--- src/rtl/rtp_pkg.sv ---
`timescale 1ns / 1ps
`default_nettype none
package rtp_pkg;

    localparam int FIXED_HEADER_BYTES = 12;
    localparam int EXT_HDR_BYTES      = 4;
    localparam int POS_W              = 16;
    localparam int START_W            = 19;
    localparam int CE_W               = 7;

    localparam logic [POS_W-1:0] MAX_PACKET_BYTES = 16'hFFFF;
    localparam logic [1:0]       RTP_VERSION      = 2'd2;

    // byte index inside the four-byte extension header
    localparam logic [1:0] EXT_LEN_HI_IDX = 2'd2;
    localparam logic [1:0] EXT_LEN_LO_IDX = 2'd3;
    localparam logic [1:0] HELD_MAX       = 2'd3;

    localparam int FIFO_DEPTH = 4;
    localparam int FIFO_AW    = 2;

    typedef struct packed {
        logic [7:0] data_byte;
        logic       last_byte;
    } in_item_t;

    typedef struct packed {
        logic [7:0]  payload_byte;
        logic        payload_valid;
        logic        end_of_packet;
        logic        header_accepted;
        logic [15:0] recent_sequence;
        logic [31:0] recent_timestamp;
    } out_item_t;

    // one classified byte: n_held held bytes first, then the final result
    typedef struct packed {
        logic [7:0]  held0;
        logic [7:0]  held1;
        logic [1:0]  n_held;
        logic [7:0]  final_byte;
        logic        payload_valid;
        logic        end_of_packet;
        logic        header_accepted;
        logic [15:0] sequence_num;
        logic [31:0] timestamp;
    } cmd_t;

endpackage
`default_nettype wire

--- src/rtl/rtp_front.sv ---
`timescale 1ns / 1ps
`default_nettype none
module rtp_front (
    input  wire             clk,
    input  wire             rst_n,
    input  wire             accept,
    input  wire rtp_pkg::in_item_t in_data,
    output logic            cmd_push,
    output rtp_pkg::cmd_t   cmd
);
    import rtp_pkg::*;

    logic [POS_W-1:0]   pos_reg, pos_next;
    logic [7:0]         fhb_reg, fhb_next;
    logic [15:0]        pend_seq_reg, pend_seq_next;
    logic [31:0]        pend_ts_reg, pend_ts_next;
    logic [15:0]        acc_seq_reg, acc_seq_next;
    logic [31:0]        acc_ts_reg, acc_ts_next;
    logic [START_W-1:0] start_reg, start_next;
    logic [7:0]         ext_hi_reg, ext_hi_next;
    logic [7:0]         held0_reg, held0_next;
    logic [7:0]         held1_reg, held1_next;
    logic [1:0]         held_cnt_reg, held_cnt_next;
    logic               ok_reg, ok_next;

    logic [7:0]      b;
    logic            last;
    logic [CE_W-1:0] ce;
    logic [CE_W-1:0] ce_end;
    logic            hdr_end;
    logic            hdr_pass;
    logic            in_body;
    logic            in_win;
    logic            flush;
    logic            payload;

    always_comb
    begin
        b        = in_data.data_byte;
        last     = in_data.last_byte;
        ce       = CE_W'(FIXED_HEADER_BYTES) + {1'b0, fhb_reg[3:0], 2'b00};
        ce_end   = ce + CE_W'(EXT_HDR_BYTES);
        hdr_end  = (pos_reg == POS_W'(FIXED_HEADER_BYTES - 1));
        hdr_pass = hdr_end && (fhb_reg[7:6] == RTP_VERSION);
        in_body  = ok_reg && (pos_reg >= POS_W'(FIXED_HEADER_BYTES));
        in_win   = in_body && fhb_reg[4]
                   && (pos_reg >= {{(POS_W-CE_W){1'b0}}, ce})
                   && (pos_reg <  {{(POS_W-CE_W){1'b0}}, ce_end});

        pos_next      = pos_reg;
        fhb_next      = fhb_reg;
        pend_seq_next = pend_seq_reg;
        pend_ts_next  = pend_ts_reg;
        acc_seq_next  = acc_seq_reg;
        acc_ts_next   = acc_ts_reg;
        start_next    = start_reg;
        ext_hi_next   = ext_hi_reg;
        held0_next    = held0_reg;
        held1_next    = held1_reg;
        held_cnt_next = held_cnt_reg;
        ok_next       = ok_reg;
        flush         = 1'b0;
        payload       = 1'b0;

        // header field capture
        if (pos_reg == POS_W'(0))
        begin
            fhb_next = b;
        end
        else if (pos_reg == POS_W'(2) || pos_reg == POS_W'(3))
        begin
            pend_seq_next = {pend_seq_reg[7:0], b};
        end
        else if (pos_reg >= POS_W'(4) && pos_reg <= POS_W'(7))
        begin
            pend_ts_next = {pend_ts_reg[23:0], b};
        end

        if (hdr_end)
        begin
            if (hdr_pass)
            begin
                ok_next      = 1'b1;
                acc_seq_next = pend_seq_reg;
                acc_ts_next  = pend_ts_reg;
                start_next   = START_W'(ce);
            end
        end
        else if (in_win)
        begin
            // ce is a multiple of four, so the low bits give the window index
            if (pos_reg[1:0] == EXT_LEN_HI_IDX)
            begin
                ext_hi_next = b;
            end
            if (pos_reg[1:0] == EXT_LEN_LO_IDX)
            begin
                start_next    = {1'b0, ext_hi_reg, b, 2'b00} + START_W'(ce)
                                + START_W'(EXT_HDR_BYTES);
                held_cnt_next = 2'd0;
            end
            else if (last)
            begin
                flush = 1'b1;
            end
            else if (held_cnt_reg < HELD_MAX)
            begin
                if (held_cnt_reg == 2'd0)
                begin
                    held0_next = b;
                end
                else if (held_cnt_reg == 2'd1)
                begin
                    held1_next = b;
                end
                held_cnt_next = held_cnt_reg + 2'd1;
            end
        end
        else if (in_body && ({{(START_W-POS_W){1'b0}}, pos_reg} >= start_reg))
        begin
            payload = 1'b1;
        end

        if (last)
        begin
            pos_next      = '0;
            start_next    = START_W'(FIXED_HEADER_BYTES);
            ext_hi_next   = 8'd0;
            held_cnt_next = 2'd0;
            ok_next       = 1'b0;
        end
        else if (pos_reg < MAX_PACKET_BYTES)
        begin
            pos_next = pos_reg + POS_W'(1);
        end

        cmd_push            = accept && (flush || payload || last);
        cmd.held0           = held0_reg;
        cmd.held1           = held1_reg;
        cmd.n_held          = flush ? held_cnt_reg : 2'd0;
        cmd.final_byte      = (flush || payload) ? b : 8'd0;
        cmd.payload_valid   = flush || payload;
        cmd.end_of_packet   = last;
        cmd.header_accepted = ok_reg || hdr_pass;
        cmd.sequence_num    = acc_seq_next;
        cmd.timestamp       = acc_ts_next;
    end

    always_ff @(posedge clk or negedge rst_n)
    begin
        if (!rst_n)
        begin
            pos_reg      <= '0;
            fhb_reg      <= '0;
            pend_seq_reg <= '0;
            pend_ts_reg  <= '0;
            acc_seq_reg  <= '0;
            acc_ts_reg   <= '0;
            start_reg    <= START_W'(FIXED_HEADER_BYTES);
            ext_hi_reg   <= '0;
            held_cnt_reg <= '0;
            ok_reg       <= 1'b0;
        end
        else if (accept)
        begin
            pos_reg      <= pos_next;
            fhb_reg      <= fhb_next;
            pend_seq_reg <= pend_seq_next;
            pend_ts_reg  <= pend_ts_next;
            acc_seq_reg  <= acc_seq_next;
            acc_ts_reg   <= acc_ts_next;
            start_reg    <= start_next;
            ext_hi_reg   <= ext_hi_next;
            held_cnt_reg <= held_cnt_next;
            ok_reg       <= ok_next;
        end
    end

    always_ff @(posedge clk)
    begin
        if (accept)
        begin
            held0_reg <= held0_next;
            held1_reg <= held1_next;
        end
    end

    // an accepted header is only ever seen past the fixed header
    a_ok_past_hdr: assert property (@(posedge clk) disable iff (!rst_n)
        ok_reg |-> (pos_reg >= POS_W'(FIXED_HEADER_BYTES)))
        else $error("packet accepted before fixed header complete");

    // a last byte always restarts the packet
    a_last_clears: assert property (@(posedge clk) disable iff (!rst_n)
        (accept && in_data.last_byte) |=> (pos_reg == '0 && !ok_reg))
        else $error("per-packet state not cleared after last byte");

    // a flush never carries more held bytes than the window index
    a_flush_held: assert property (@(posedge clk) disable iff (!rst_n)
        flush |-> (held_cnt_reg == pos_reg[1:0]))
        else $error("held byte count out of step with extension window");
endmodule
`default_nettype wire

--- src/rtl/rtp_cmd_fifo.sv ---
`timescale 1ns / 1ps
`default_nettype none
module rtp_cmd_fifo (
    input  wire           clk,
    input  wire           rst_n,
    input  wire           push,
    input  wire rtp_pkg::cmd_t wr_cmd,
    output logic          full,
    input  wire           pop,
    output logic          head_valid,
    output rtp_pkg::cmd_t head
);
    import rtp_pkg::*;

    cmd_t               mem_reg [FIFO_DEPTH];
    logic [FIFO_AW-1:0] wr_ptr_reg, rd_ptr_reg;
    logic [FIFO_AW:0]   count_reg, count_next;

    assign full       = (count_reg == (FIFO_AW+1)'(FIFO_DEPTH));
    assign head_valid = (count_reg != '0);
    assign head       = mem_reg[rd_ptr_reg];

    always_comb
    begin
        count_next = count_reg;
        if (push && !pop)
        begin
            count_next = count_reg + (FIFO_AW+1)'(1);
        end
        else if (pop && !push)
        begin
            count_next = count_reg - (FIFO_AW+1)'(1);
        end
    end

    always_ff @(posedge clk or negedge rst_n)
    begin
        if (!rst_n)
        begin
            wr_ptr_reg <= '0;
            rd_ptr_reg <= '0;
            count_reg  <= '0;
        end
        else
        begin
            if (push)
            begin
                wr_ptr_reg <= wr_ptr_reg + FIFO_AW'(1);
            end
            if (pop)
            begin
                rd_ptr_reg <= rd_ptr_reg + FIFO_AW'(1);
            end
            count_reg <= count_next;
        end
    end

    always_ff @(posedge clk)
    begin
        if (push)
        begin
            mem_reg[wr_ptr_reg] <= wr_cmd;
        end
    end

    a_no_overflow: assert property (@(posedge clk) disable iff (!rst_n)
        push |-> !full)
        else $error("request queue overflow");

    a_no_underflow: assert property (@(posedge clk) disable iff (!rst_n)
        pop |-> head_valid)
        else $error("request queue underflow");

    a_ptr_count: assert property (@(posedge clk) disable iff (!rst_n)
        (count_reg == '0) |-> (wr_ptr_reg == rd_ptr_reg))
        else $error("queue pointers disagree with count");
endmodule
`default_nettype wire

--- src/rtl/rtp_back.sv ---
`timescale 1ns / 1ps
`default_nettype none
module rtp_back (
    input  wire               clk,
    input  wire               rst_n,
    input  wire               cmd_valid,
    input  wire rtp_pkg::cmd_t cmd,
    output logic              cmd_pop,
    input  wire               pop,
    output logic              empty,
    output rtp_pkg::out_item_t out_data
);
    import rtp_pkg::*;

    out_item_t  out_reg, out_next;
    logic       out_valid_reg, out_valid_next;
    logic [1:0] sub_reg, sub_next;
    logic       load;
    logic       cmd_done;

    always_comb
    begin
        load     = cmd_valid && (!out_valid_reg || pop);
        cmd_done = (sub_reg == cmd.n_held);
        cmd_pop  = load && cmd_done;

        sub_next = sub_reg;
        if (load)
        begin
            sub_next = cmd_done ? 2'd0 : sub_reg + 2'd1;
        end

        out_valid_next = out_valid_reg;
        if (load)
        begin
            out_valid_next = 1'b1;
        end
        else if (pop)
        begin
            out_valid_next = 1'b0;
        end

        out_next.header_accepted  = cmd.header_accepted;
        out_next.recent_sequence  = cmd.sequence_num;
        out_next.recent_timestamp = cmd.timestamp;
        if (cmd_done)
        begin
            out_next.payload_byte  = cmd.final_byte;
            out_next.payload_valid = cmd.payload_valid;
            out_next.end_of_packet = cmd.end_of_packet;
        end
        else
        begin
            out_next.payload_byte  = (sub_reg == 2'd0) ? cmd.held0 : cmd.held1;
            out_next.payload_valid = 1'b1;
            out_next.end_of_packet = 1'b0;
        end
    end

    always_ff @(posedge clk or negedge rst_n)
    begin
        if (!rst_n)
        begin
            out_valid_reg <= 1'b0;
            sub_reg       <= '0;
        end
        else
        begin
            out_valid_reg <= out_valid_next;
            sub_reg       <= sub_next;
        end
    end

    always_ff @(posedge clk)
    begin
        if (load)
        begin
            out_reg <= out_next;
        end
    end

    assign empty    = !out_valid_reg;
    assign out_data = out_reg;

    // sub-result index stays inside the request at the queue head
    a_sub_range: assert property (@(posedge clk) disable iff (!rst_n)
        cmd_valid |-> (sub_reg <= cmd.n_held))
        else $error("sub-result index past request");

    // index only moves while a request is present
    a_sub_idle: assert property (@(posedge clk) disable iff (!rst_n)
        !cmd_valid |-> (sub_reg == 2'd0))
        else $error("sub-result index left over with no request");

    // a request leaves the queue only together with its final result
    a_pop_final: assert property (@(posedge clk) disable iff (!rst_n)
        cmd_pop |=> (out_valid_reg && (out_reg.end_of_packet || out_reg.payload_valid)))
        else $error("request retired without a final result");
endmodule
`default_nettype wire

--- src/rtl/rtp_payload_extractor_unit.sv ---
// path: each request is written into the request queue, then into the output register
// throughput: one byte per cycle while the request queue has room; a byte that flushes
//   held extension bytes puts up to three results out, one per cycle while pop is high
// reset: rst_n asynchronous active low; clears packet position, checks and
//   recent sequence/timestamp, empties the request queue and the output register
`timescale 1ns / 1ps
`default_nettype none
module rtp_payload_extractor_unit (
    input  wire                clk,
    input  wire                rst_n,
    input  wire                push,
    output logic               full,
    input  wire rtp_pkg::in_item_t in_data,
    input  wire                pop,
    output logic               empty,
    output rtp_pkg::out_item_t out_data
);
    import rtp_pkg::*;

    // input side handshake
    logic accept;

    // front to queue
    logic cmd_push;
    cmd_t cmd_in;

    // queue to back
    logic cmd_valid;
    logic cmd_pop;
    cmd_t cmd_head;

    // a byte is taken whenever the request queue has room
    assign accept = push && !full;

    // front: tracks the byte position, checks the version, walks the csrc list and
    // extension header, and turns payload, flushing and last bytes into requests
    rtp_front u_front (
        .clk      (clk),
        .rst_n    (rst_n),
        .accept   (accept),
        .in_data  (in_data),
        .cmd_push (cmd_push),
        .cmd      (cmd_in)
    );

    // short queue decouples header parsing from result delivery
    rtp_cmd_fifo u_fifo (
        .clk        (clk),
        .rst_n      (rst_n),
        .push       (cmd_push),
        .wr_cmd     (cmd_in),
        .full       (full),
        .pop        (cmd_pop),
        .head_valid (cmd_valid),
        .head       (cmd_head)
    );

    // back: expands each request into one to three results through the
    // output register
    rtp_back u_back (
        .clk       (clk),
        .rst_n     (rst_n),
        .cmd_valid (cmd_valid),
        .cmd       (cmd_head),
        .cmd_pop   (cmd_pop),
        .pop       (pop),
        .empty     (empty),
        .out_data  (out_data)
    );

    // every request carries at least one result, so the output does not stay
    // empty while a request waits
    a_out_fed: assert property (@(posedge clk) disable iff (!rst_n)
        (cmd_valid && empty) |=> !empty)
        else $error("output stayed empty with a request waiting");

    // a full queue implies the back side has something to deliver
    a_full_means_busy: assert property (@(posedge clk) disable iff (!rst_n)
        full |-> cmd_valid)
        else $error("queue full but no request at head");

    // results never appear without a request having been taken from the queue
    a_no_spurious: assert property (@(posedge clk) disable iff (!rst_n)
        ($fell(empty)) |-> $past(cmd_valid))
        else $error("result produced without a request");
endmodule
`default_nettype wire
--- config.mk ---
export PLATFORM = sky130hd
export DESIGN_NAME = rtp_payload_extractor_unit
export DESIGN_NICKNAME = d
export VERILOG_FILES = /design/src/rtl/rtp_pkg.sv /design/src/rtl/rtp_front.sv /design/src/rtl/rtp_cmd_fifo.sv /design/src/rtl/rtp_back.sv /design/src/rtl/rtp_payload_extractor_unit.sv
export SDC_FILE = /design/constraint.sdc
export NUM_CORES = 1
export LEC_CHECK = 0
export BUFFER_PORTS_ARGS = -buffer_cell sky130_fd_sc_hd__buf_4
export CORE_MARGIN = 2
export CORE_UTILIZATION = 50
export DETAILED_ROUTE_END_ITERATION = 7
export GPL_ROUTABILITY_DRIVEN = 1
export PLACE_DENSITY_LB_ADDON = 0.12
export SKIP_CTS_REPAIR_TIMING = 1
export SLEW_MARGIN = 40
export SYNTH_ARGS = -nofsm -noshare
export SYNTH_HDL_FRONTEND = slang
export SYNTH_HIERARCHICAL = 1
export SYNTH_SLANG_ARGS = --single-unit
export TNS_END_PERCENT = 5
--- constraint.sdc ---
create_clock -name clk -period 4.7 [get_ports clk]
set_input_delay 0.47 -clock clk [delete_from_list [all_inputs] [get_ports clk]]
set_output_delay 0.47 -clock clk [all_outputs]
set_load 0.01 [all_outputs]
# --- Yosys cells after proc, flatten, opt, wreduce, memory -nomap -nowiden ---
# Memories as Yosys holds them, arrays and structs flattened.
# Index checks and enable logic that the tools add are counted.
word_totals:
  register_bits: 235
  ram_bits: 308
  input_bits: 13
  out_inout_bits: 61
  word_cells: 147
  n_memories: 1
classes:
  n_addsub: 11
  order_cmp: 8
  n_eq_ne: 11
  mux: 41
  bitwise_logic: 6
  reduce_logical: 46
mem_list:
  columns: ["name", "depth", "width", "read_ports", "rd_ports_with_merged_regs", "wr", "line_no", "rtl"]
  rows:
  - ["u_fifo.mem_reg", 4, 77, 1, 0, 1, "rtp_cmd_fifo.sv:15", "cmd_t mem_reg [FIFO_DEPTH];"]
op_table:
  columns: ["op", "n"]
  rows:
  - ["$mux 19", 5]
  - ["$mux 16", 4]
  - ["$mux 32", 2]
  - ["$mux 8", 6]
  - ["$eq 16x2->1 const B", 2]
  - ["$add 18x7->19", 1]
  - ["$add 19x3->19 const B", 1]
  - ["$ge 16x19->1", 1]
  - ["$add 16x1->16 const B", 1]
  - ["$eq 16x4->1 const B", 1]
  - ["$ge 16x3->1 const B", 1]
  - ["$ge 16x4->1 const B", 1]
  - ["$ge 16x7->1", 1]
  - ["$le 16x3->1 const B", 1]
  - ["$logic_not 16->1", 1]
  - ["$lt 16x16->1 const B", 1]
  - ["$lt 16x7->1", 1]
  - ["$reduce_and 4->1", 4]
  - ["$mux 1", 14]
  - ["$mux 2", 7]
  - ["$reduce_bool 2->1", 7]
  - ["$logic_and 1x1->1", 13]
  - ["$reduce_bool 3->1", 4]
  - ["$mux 10", 1]
  - ["other kinds (21)", 42]

# --- Depth between registers and ports, before layout ---
depth:
  ltp_word: 14
  depth_mapped: 18
  mapped_depth_nobuf: 18

# --- Modules after synthesis ---
# Netlist, hierarchy kept.
modules_own_cells:
  columns: ["mod", "n_inst", "cells_per_inst", "area_per_inst_um2"]
  rows:
  - ["rtp_cmd_fifo", 1, 437, 11506.0]
  - ["rtp_front", 1, 698, 8486.9]
  - ["rtp_back", 1, 99, 2185.8]
  - ["rtp_payload_extractor_unit", 1, 1, 13.8]

# --- Worst setup path before layout ---
# No wires, ideal clock.
synth_path:
  path_type: "reg-to-reg"
  from: "reg u_front.fhb_reg[0]"
  to: "mem u_fifo/mem_reg[1][0] in the netlist's numbering, enable pin"
  setup_time_ns: 0.444
  t_arrival_ns: 4.123
  slack_ns: 0.133
  stages_incl_launch_ff: 14
  path_buffers: 0
  period_less_slack_ns: 4.567
  cell_sequence: "dfrtp_1 inv_1 ha_1 xnor2_1 inv_1 nor3_1 xnor2_1 ha_1 nand3_1 o211a_1 nand3_1 a21oi_1 nor2_1 and2_1"
synth_via:
  elab_chain_len: 11
  word_cells_on_any_way: 15
  classes_between: "2 x add/sub; 2 x order compare; 6 x mux; 5 x reduce/logical"
synth_lines:
  columns: ["element", "line_no", "rtl"]
  rows:
  - ["start: declaration", "rtp_front.sv:14", "logic [7:0] fhb_reg, fhb_next;"]
  - ["start signal: assignment", "rtp_front.sv:167", "fhb_reg <= fhb_next;"]
  - ["$add 4x6->7 *", "rtp_front.sv:41", "ce = CE_W'(FIXED_HEADER_BYTES) + {1'b0, fhb_reg[3:0], 2'b00};"]
  - ["$add 7x3->7 / $ge 16x7->1 (equally long branches)", "rtp_front.sv:42, rtp_front.sv:47", null]
  - ["$lt 16x7->1 / $logic_and 1x1->1 (equally long branches)", "rtp_front.sv:48, rtp_front.sv:47", null]
  - ["$logic_and 1x1->1 *", "rtp_front.sv:48", "&& (pos_reg < {{(POS_W-CE_W){1'b0}}, ce_end});"]
  - ["$mux 1", "rtp_front.sv:89", "else if (in_win)"]
  - ["$mux 1", "rtp_front.sv:79", "if (hdr_end)"]
  - ["$logic_or 1x1->1 * (2 in a row)", "rtp_front.sv:137", "cmd_push = accept && (flush || payload || last);"]
  - ["$logic_and 1x1->1 *", "rtp_front.sv:137", null]
  - ["named net cmd_push", "rtp_payload_extractor_unit.sv:24", "logic cmd_push;"]
  - ["$mux 1 *", "rtp_cmd_fifo.sv:60", "if (push)"]
  - ["$mux 1 (implied by the code) *", "rtp_cmd_fifo.sv:62", "mem_reg[wr_ptr_reg] <= wr_cmd;"]
  - ["end: declaration", "rtp_cmd_fifo.sv:15", null]
# Mark *: on every way through the listed nets, which the timed path passes. The rest lies on a longest branch.

# --- Worst setup path in the final report ---
layout_path:
  from: "reg u_front.fhb_reg[0]"
  to: "mem u_fifo/mem_reg[3][32] in the netlist's numbering, enable pin"
# The elaborated chain is that of the path after synthesis.

==> qor.yml <==
logic_synthesis:
  synthArstFlopShare_pct: 29.1
  ys_seq_area_share_pct: 69.5
  synth_edf_count: 383
  synth.avg_cell_area_um2: 18.0
  netlist_instances: 1235
  ys_types: 67
  yosysWarnings: 6
  synth_seq_cells: 540
  syn_area_um2: 22200
  synthFlopType: "edfxtp_1"
  syn_nets: 1297
global_routing:
  grt_overflow: 0
  antenna_found_initial: 2
  grt_util_met2_pct: 32.1
  track_usage_pct: 19.6
  grt_max_degree: 90
  grt_pass1_wl_mm: 68.8
  grt_pass1_vias: 11500
  grtUsageMet3_pct: 2.74
  met1_usage_pct: 27.6
  grt.busiest_layer: "met2"
power_and_ir_drop:
  power_leakage_nw: 9.69
  power_density_nw_per_um2: 586
  power.ir.vdd_worst_v: 0.000342
place:
  place_inst: 1872
  dp_hpwl_mm: 27.4
  globalplace.congestion: 0.836
  portBuffers: 73
  place_area_um2: 23500
final_layout:
  fill_cells: 3357
  largest_reg_flops: 308
  final_area_um2: 25300
  nNetsFinal: 1399
  layout-drive-gt1-share_pct: 32.5
  syn2layout_area_growth_pct: 14.1
  fin_cells: 1972
  antenna_cells: 0
drt:
  drt-initial-drc-count: 715
  drtAntennaViolNets: 0
  first_pass_iters: 5
  vias: 11000
  viasPerCell: 5.58
  routedWlPerCell_um: 22.2
  drt-total-wl_mm: 43.9
  drc_errors: 0
sta:
  tightest_slew_ns: 0.761
  finalSetupViolCount: 0
  timing.fmax_mhz: 254
  skew_ns: 0.0182
  period_needed_ns: 3.93
  finalHoldViolCount: 0
  rsz0062_at_grt: "no"
  finalSetupTns_ns: 0
  period_share_pct: 83.7
  drv_slew: 0
  relSlewSlack_pct: 49.3
worst_hold_path:
  hp-class: "input pin to flip-flop"
status:
  outcome: "finished, final reports clean"
worst_setup_path:
  worstSetupPathType: "flip-flop to flip-flop"
  cp-start-kind: "flip-flop"
  worstPathRequired_ns: 4.98
  crit_path_end_kind: "flip-flop"
  cp_max_fo: 30
  arrival_ns: 4.21
clock_tree:
  cts_root_buf: "clkbuf_16"
  clock_sinks: 540
  cts-buffers-inserted: 54
  clk_pin_slew_ns: 0.06
  cts.htree.levels: 2
  tritoncts: "built"
  clock_path_buffers: 3
  insertion_delay_ns: 0.60
die:
  die_area_um2: 46100
  core_um2: 44000
  die_y_um: 215
  die-width_um: 215
  initial_core_util_pct: 50.4
  rows: 77
  ios: 74
job:
  drv_cap: 0
## metal layers
metal | vias to the layer above | wire, um
li1 | 5005 | -
met1 | 5755 | 19900
met2 | 195 | 21700
met3 | 52 | 1530
met4 | 0 | 757
met5 | - | 0
## where the power goes
group,switching (W),total (W),internal (W)
logic,0.00193,0.00381,0.00188
registers,0.000534,0.00660,0.00606
clock network,0.00176,0.00443,0.00267
total,0.00422,0.0148,0.0106
## Yosys cell counts, types with 3 or more instances
cell	number	area share (%)
o21ai_0	21	0.47
ha_1	47	2.6
nor3b_1	17	0.58
edfxtp_1	383	52
nor2_1	27	0.46
nand4_1	4	0.11
nand2_1	29	0.49
mux2_4	16	1.1
buf_6	5	0.25
a21o_1	4	0.14
nor3_1	18	0.41
mux2_2	151	7.7
xnor2_1	12	0.47
clkbuf_1	18	0.30
a221o_1	9	0.41
a21oi_1	22	0.50
or3_1	6	0.17
nand2b_1	8	0.23
buf_2	22	0.50
nor2b_1	12	0.34
nand3_1	19	0.43
and3_1	11	0.31
buf_4	5	0.17
a211oi_1	3	0.10
dfrtp_1	155	17
inv_1	45	0.76
mux4_2	77	7.8
o2bb2ai_1	14	0.55
xor2_1	17	0.67
and2_1	7	0.20
and4_1	4	0.16
## worst max-delay path, stage by stage, from the launching register on
cell,delay (ns)
dfrtp_1,0.42
inv_1,0.11
ha_1,0.23
xnor2_1,0.25
inv_1,0.10
nor3_1,0.18
xnor2_1,0.09
ha_1,0.31
nand3_1,0.07
o211a_1,0.26
nand3_1,0.12
a21oi_1,0.08
nor2_1,0.43
and2_4,0.59
buf_4,0.33
## through the flow
stage | hold slack (ns) | utilization [%] | worst slack [ns] | power [W]
2_1_floorplan | 0.174 | - | 0.133 | 0.00924
3_3_place_gp | 0.462 | 53.3 | 0.835 | 0.0105
3_5_place_dp | 0.470 | 53.3 | 0.788 | 0.0106
4_1_cts | -0.114 | 57.5 | 0.746 | 0.0150
5_1_grt | 0.142 | 57.5 | 0.416 | 0.0156
6_report | 0.157 | 57.5 | 0.766 | 0.0148
## worst paths after layout
path | start | end | slack, ns | depth (start not counted)
worst max register to register | u_front/fhb_reg[0] | u_fifo/mem_reg[3][32] | 0.77 | 14
worst min register to register | u_front/start_reg[18] | u_front/start_reg[18] | 0.48 | 1
min in group asynchronous | rst_n | u_front/pend_seq_reg[15] | 0.47 | 2
max in group asynchronous | rst_n | u_front/acc_ts_reg[13] | 3.28 | 3
worst min-delay path | in_data[1] | u_front/held0_reg[0] | 0.16 | 1
worst max-delay path | u_front/fhb_reg[0] | u_fifo/mem_reg[3][32] | 0.77 | 14
## cell type report
cell class / instances / area (um^2) / area share, %
clock buffers: 66 / 1440 / 5.68
clock inverters: 33 / 404 / 1.60
inverters: 45 / 171 / 0.677
multi-input cells: 596 / 6290 / 24.8
flip-flops and latches: 540 / 15400 / 61.0
well taps: 592 / 741 / 2.92
repair buffers: 100 / 848 / 3.35
## cells by family (layout without fill, tap and decap cells)
kind of cell / after synthesis / count (layout) / synth area share [%]
AO/OA/AOI/OAI: 94 / 94 / 2.99
adder cells (fa/ha/maj): 49 / 49 / 2.83
buffers and inverters: 99 / 244 / 2.26
flip-flops: 540 / 540 / 69.5
XOR/XNOR: 29 / 29 / 1.14
multiplexers: 246 / 246 / 16.6
AND/OR/NAND/NOR: 178 / 178 / 4.60
## placed cells by master (no fill, tap or decap), drive strengths merged, types with 22 or more instances in the layout
cell	synthesis	layout
o21ai	22	22
edfxtp	383	383
mux4	77	77
inv	45	47
a21oi	22	22
nor2	28	28
mux2	167	167
nand2	29	29
dfrtp	155	155
ha	47	47
buf	35	99
clkbuf	19	66
Note: power is estimated with default switching activity, not from simulation.
